==> config.mk <==
export PLATFORM = sky130hd
export DESIGN_NAME = sis_ctrl
export DESIGN_NICKNAME = d
export VERILOG_FILES = /design/src/design/sis_pkg.sv /design/src/design/sis_ctrl.sv
export SDC_FILE = /design/constraint.sdc
export NUM_CORES = 1
export LEC_CHECK = 0
export BUFFER_PORTS_ARGS = -buffer_cell sky130_fd_sc_hd__buf_2
export CAP_MARGIN = 25
export CORE_AREA = 2 2 39 41
export CTS_CLUSTER_DIAMETER = 30
export DETAILED_ROUTE_END_ITERATION = 8
export DIE_AREA = 0 0 41 43
export HOLD_SLACK_MARGIN = 0.1
export PLACE_DENSITY_LB_ADDON = 0.15
export SLEW_MARGIN = 20
export SYNTH_ARGS = -nofsm -noshare
export SYNTH_HDL_FRONTEND = slang
export SYNTH_SLANG_ARGS = --single-unit
==> constraint.sdc <==
create_clock -name clk -period 1.29 [get_ports clk]
set_input_delay 0 -clock clk [delete_from_list [all_inputs] [get_ports clk]]
set_output_delay 0 -clock clk [all_outputs]
set_load 0.01 [all_outputs]
==> src/design/sis_pkg.sv <==
`default_nettype none

package sis_pkg;

	// Universe of the set. It is matched to the width of the value field.
	localparam int UNIVERSE = 1024;

	localparam int MODE_W  = 3;
	localparam int VALUE_W = 10;
	localparam int IDX_W   = $clog2(UNIVERSE);
	localparam int CNT_W   = IDX_W + 1;

	localparam logic [MODE_W-1:0] MODE_INSERT   = 3'd0;
	localparam logic [MODE_W-1:0] MODE_DELETE   = 3'd1;
	localparam logic [MODE_W-1:0] MODE_CONTAINS = 3'd2;
	localparam logic [MODE_W-1:0] MODE_POP      = 3'd3;
	localparam logic [MODE_W-1:0] MODE_CLEAR    = 3'd4;

	typedef struct packed {
		logic sweep;   // write zero into the sparse entry at the sweep pointer
		logic issue;   // transaction accepted: latch it, read sparse and last member
		logic look;    // read the dense slot named by the sparse entry
		logic commit;  // apply the writes and load the result register
	} cmd_t;

	typedef struct packed {
		logic sweep_last;
	} status_t;

	typedef struct packed {
		logic               ok;
		logic               is_member;
		logic [VALUE_W-1:0] popped_value;
		logic [CNT_W-1:0]   population;
		logic               is_empty;
	} rsp_t;

endpackage

`default_nettype wire

==> src/design/sis_ctrl.sv <==
`default_nettype none

module sis_ctrl import sis_pkg::*; (
	input  logic    clk,
	input  logic    arst_n,
	input  logic    in_valid,
	output logic    in_ready,
	output logic    out_valid,
	input  logic    out_ready,
	output cmd_t    cmd,
	input  status_t status
);

	localparam logic [1:0] S_CLR  = 2'd0;
	localparam logic [1:0] S_IDLE = 2'd1;
	localparam logic [1:0] S_LOOK = 2'd2;
	localparam logic [1:0] S_EVAL = 2'd3;

	logic [1:0] state_q;
	logic [1:0] state_n;
	logic       out_valid_q;

	assign in_ready   = (state_q == S_IDLE);
	assign out_valid  = out_valid_q;
	assign cmd.sweep  = (state_q == S_CLR);
	assign cmd.issue  = in_valid && in_ready;
	assign cmd.look   = (state_q == S_LOOK);
	assign cmd.commit = (state_q == S_EVAL) && (!out_valid_q || out_ready);

	always_comb begin
		state_n = state_q;
		unique case (state_q)
			S_CLR:  if (status.sweep_last) state_n = S_IDLE;
			S_IDLE: if (cmd.issue) state_n = S_LOOK;
			S_LOOK: state_n = S_EVAL;
			S_EVAL: if (cmd.commit) state_n = S_IDLE;
			default: state_n = S_CLR;
		endcase
	end

	always_ff @(posedge clk or negedge arst_n) begin
		if (!arst_n) begin
			state_q     <= S_CLR;
			out_valid_q <= 1'b0;
		end else begin
			state_q <= state_n;
			if (cmd.commit) begin
				out_valid_q <= 1'b1;
			end else if (out_ready) begin
				out_valid_q <= 1'b0;
			end
		end
	end

	a_commit_returns: assert property (@(posedge clk) disable iff (!arst_n)
		cmd.commit |=> state_q == S_IDLE && out_valid_q)
		else $error("commit did not return to idle with a result");

endmodule

`default_nettype wire

; ---- Yosys cells after proc, flatten, opt, wreduce, memory -nomap -nowiden
; Cells that the tools add are included.
[word_totals]
reg_bits = 3
in_bits = 5
out_inout_bits = 6
wordCells = 21
[op_classes]
eq_ne = 6
mux = 6
n_reduce_logical = 7
[op_table]
columns = operator, count
row1 = 2-bit case mux with 4 select lines, 1
row2 = 2-bit 2-to-1 mux, 3
row3 = "2-bit equality test, second input constant", 2
row4 = "2-bit by 1-bit != test with 1-bit output, second input constant", 2
row5 = 3-bit AND reduction, 1
row6 = "2-bit by 1-bit equality test with 1-bit output, second input constant", 1
row7 = 1-bit logical AND, 2
row8 = 2-bit logical NOT, 1
row9 = 1-bit 2-to-1 mux, 2
row10 = "2-bit != test, second input constant", 1
row11 = 2-bit nonzero test, 1
row12 = 1-bit logical NOT, 1
row13 = 1-bit logical OR, 1

; ---- Logic depth before layout (Yosys ltp)
[logic_depth]
word_depth = 5
depth_mapped = 5
mapped_depth_nobuf = 5

; ---- Worst setup path before layout
; Ideal clock, no wire load.
[synth_path]
path_type = reg-to-reg
startpoint = register state_q[0]
endpoint = register state_q[1]
setup_time_ns = 0.125
arrival_time_ns = 1.322
required_time_ns = 1.165
path_slack_ns = -0.157
path_stages_with_launch = 6
path_buffers = 0
synth_period_minus_slack_ns = 1.447
path_cell_list = dfrtp_1 -> inv_1 -> ha_1 -> clkinv_1 -> o221ai_4 -> mux2_4
[synth_rtl]
columns = element, line
row1 = "start, declared", sis_ctrl.sv:19  ; logic [1:0] state_q;
row2 = "start signal, assigned", sis_ctrl.sv:46  ; state_q <= state_n;

; ---- Worst setup path after layout
[layout_path]
startpoint = register state_q[1]
endpoint = register state_q[1]
[layout_via]
elab_chain_len = 4
word_cells_on_any_way = 11
cone_classes = eq/ne (6) / mux (1) / reduce/logical (4)
[layout_rtl]
columns = element, line
row1 = 2-bit equality test or 2-bit by 1-bit equality test with 1-bit output (tied branches), "sis_ctrl.sv:28, sis_ctrl.sv:32, sis_ctrl.sv:23"
row2 = "1-bit logical AND, on equally long branches", "sis_ctrl.sv:28, sis_ctrl.sv:26"
row3 = 2-bit != test (no source line) or 2-bit by 1-bit != test with 1-bit output (tied branches), --
row4 = 3-bit AND reduction (no source line), --
; Parallel ways exist; a longest one is shown, timed or not.
; A chain may end at the register's enable or synchronous reset.

==> qor.yml <==
detailed_routing:
  via_per_inst: 3.60
  antenna_left: 0
  drt_iter0_drc: 0
  drt_pre_antenna_iters: 1
  avgRoutedWirePerCell_um: 8.63
  vias: 216
  drc: 0
  wl_um: 518
place:
  place.gp.congestion: 0.694
  dp_hpwl_um: 410
  portBuffers: 10
  dp.cells: 51
logic_synthesis:
  synth_area_leader_cell: "dfrtp_1"
  synth_area_leaders: "dfrtp_1, ha_1, o221ai_4, mux2_4, nand2b_4"
  syn_area_sq_um: 244
  synth.distinct_cells: 12
  synth_nets: 30
  synth_top_area_share: 0.308
  avgSynthCellArea_sq_um: 12.2
  yosysWarnings: 0
  ys_ff_latch: 3
  synth_cells: 20
  ys_seq_area_frac: 0.308
layout:
  fillers: 152
  area_growth_pct: 82.1
  seq_area_sq_um: 76.3
  fin_cells: 60
  antenna_cells: 0
  layout_common_cells: "buf_2, buf_4, ha_1, dlygate4sd3_1, clkbuf_4"
  multi_input_area_sq_um: 166
  fin_nets: 55
  drive_above_1_share: 0.659
  final_common_cell: "buf_2"
sta:
  worst_slack_ns: -0.0412
  tightest_slew_ns: 0.193
  period_share: 1.03
  relSlewSlack: 0.871
  rsz0062_at_grt: "yes"
  final.min_clock_period_ns: 1.33
  hold_viol: 0
  final-max-slew-violation-count: 0
  fin_skew_ns: 0.00611
  clock.fmax_mhz: 751
  setup_viol: 3
clock_tree:
  clockBufferDepth: 2
  cts_sinks: 3
  cts_root_buf: "clkbuf_4"
  numCtsBuffers: 3
  cts_tree: "built"
  clkTransAtPathRegs_ns: 0.04
  clock_latency_ns: 0.23
  htreeDepth: 1
die:
  die_area_sq_mm: 0.00176
  fp.dieH_um: 43
  ios: 11
  rows: 14
  die_w_um: 41
  coreArea_sq_mm: 0.00138
  start_util: 0.176
pwr:
  power.leakage_nw: 0.226
  switching_share: 0.376
  seq_power_share: 0.197
  p_per_area_mw_per_mm2: 2360
  comb_power_share: 0.647
  total_power_mw: 1.05
  switchingPower_mw: 0.394
  intPower_mw: 0.655
  power_frac_clock: 0.156
  vdd_drop_max_uv: 504
worst_setup_path:
  crit_type: "reg2reg"
  cp_max_fo: 3
  cp.arrival_ns: 1.45
  timing.rr.end: "state_q[1]"
  worst_ep_required_time_ns: 1.41
  r2r-start: "state_q[1]"
  r2r_cells: 5
  crit_path_start_kind: "register"
  cp-end-kind: "register"
  reg2reg_slack_ns: -0.04
job:
  max-cap-violations: 0
min_path:
  min_to: "state_q[1]"
  min_path_cells: 3
  min_from: "status"
  hp-class: "in2reg"
grt:
  grt_pass1_vias: 224
  antenna_found_initial: 0
  grt_use_total: 0.0743
  overflow: 0
  grt_max_degree: 5
  grt_pass1_wl_um: 834
status:
  violations: "setup timing"
  outcome: "complete, but fails checks"
-- cell families (layout without fill, tap and decap cells) --
kind of cell | Yosys count | after routing | synth area share
adder cells (fa/ha/maj) | 5 | 5 | 0.256
AND/OR/NAND/NOR | 5 | 5 | 0.164
buffers and inverters | 4 | 28 | 0.0616
flip-flops | 3 | 3 | 0.308
multiplexers | 2 | 2 | 0.103
AO/OA/AOI/OAI | 1 | 1 | 0.108
-- worst max-delay path by stage --
| stage | slack [ns] | start | end | cells past startpoint |
|---|---|---|---|---|
| floorplan | -0.05 | state_q[1] | state_q[1] | 5 |
| global placement | -0.08 | state_q[1] | state_q[1] | 5 |
| detailed placement | -0.07 | state_q[0] | state_q[1] | 5 |
| CTS | -0.05 | state_q[1] | state_q[1] | 5 |
| global route | -0.09 | state_q[1] | state_q[0] | 6 |
| finish | -0.04 | state_q[1] | state_q[1] | 5 |
-- power groups by stage --
stage                     clock network, mW  registers [mW]  logic, mW
after floorplan                           0           0.202      0.400
after global placement                    0           0.207      0.660
after detailed placement                  0           0.204      0.665
after CTS                             0.172           0.202      0.695
after global routing                  0.179           0.214      0.755
final                                 0.164           0.207      0.679
-- cell type report --
type / count / area share
inverter: 4 / 0.0451
timing repair buffer: 20 / 0.304
tap: 16 / 0.0451
multi-input combinational: 13 / 0.375
sequential: 3 / 0.172
clock buffer: 4 / 0.0592
-- sequential cells by signal, summed over array words and instances, names as in the netlist --
register   flops
out_valid      1
state_q        2
-- synth_stat cells --
| cell type | n |
|---|---|
| nand2b_2 | 1 |
| and2_1 | 1 |
| inv_1 | 2 |
| nand2b_4 | 1 |
| mux2i_1 | 1 |
| mux2_4 | 1 |
| o221ai_4 | 1 |
| and2_2 | 1 |
| dfrtp_1 | 3 |
| nand2_1 | 1 |
| clkinv_1 | 2 |
| ha_1 | 5 |
-- stage by stage --
stage	setup TNS [ns]	setup slack, ns	util	instance area [sq um]	hold slack, ns
6_report	-0.0576	-0.0412	0.321	444	0.222
3_5_place_dp	-0.103	-0.0691	0.267	369	-0.203
5_1_grt	-0.254	-0.0912	0.321	444	0.238
2_1_floorplan	-0.0495	-0.0495	-	262	-0.296
3_3_place_gp	-0.116	-0.0762	0.267	369	-0.207
4_1_cts	-0.0932	-0.0508	0.320	443	0.222
-- routing by layer --
metal	up-vias	GRT usage	part of all wire
li1	112	-	-
met1	94	0.0772	0.45
met2	8	0.119	0.47
met3	2	0.0157	0.046
met4	0	0.0600	0.033
met5	-	0	0
-- repair_timing --
action,in CTS,in global routing
hold endpoints to repair,4,0
gates resized for setup,0,1
pin swaps,1,0
hold buffers,4,0
setup endpoints to repair,3,3
buffers inserted,1,0
-- worst max-delay path, cell delays in order (launching register included) --
cell      delay (ns)
dfrtp_1         0.41
inv_2           0.11
ha_4            0.15
clkinv_4        0.05
o221ai_4        0.18
mux2_4          0.31
Note: power is estimated with default switching activity, not from simulation.
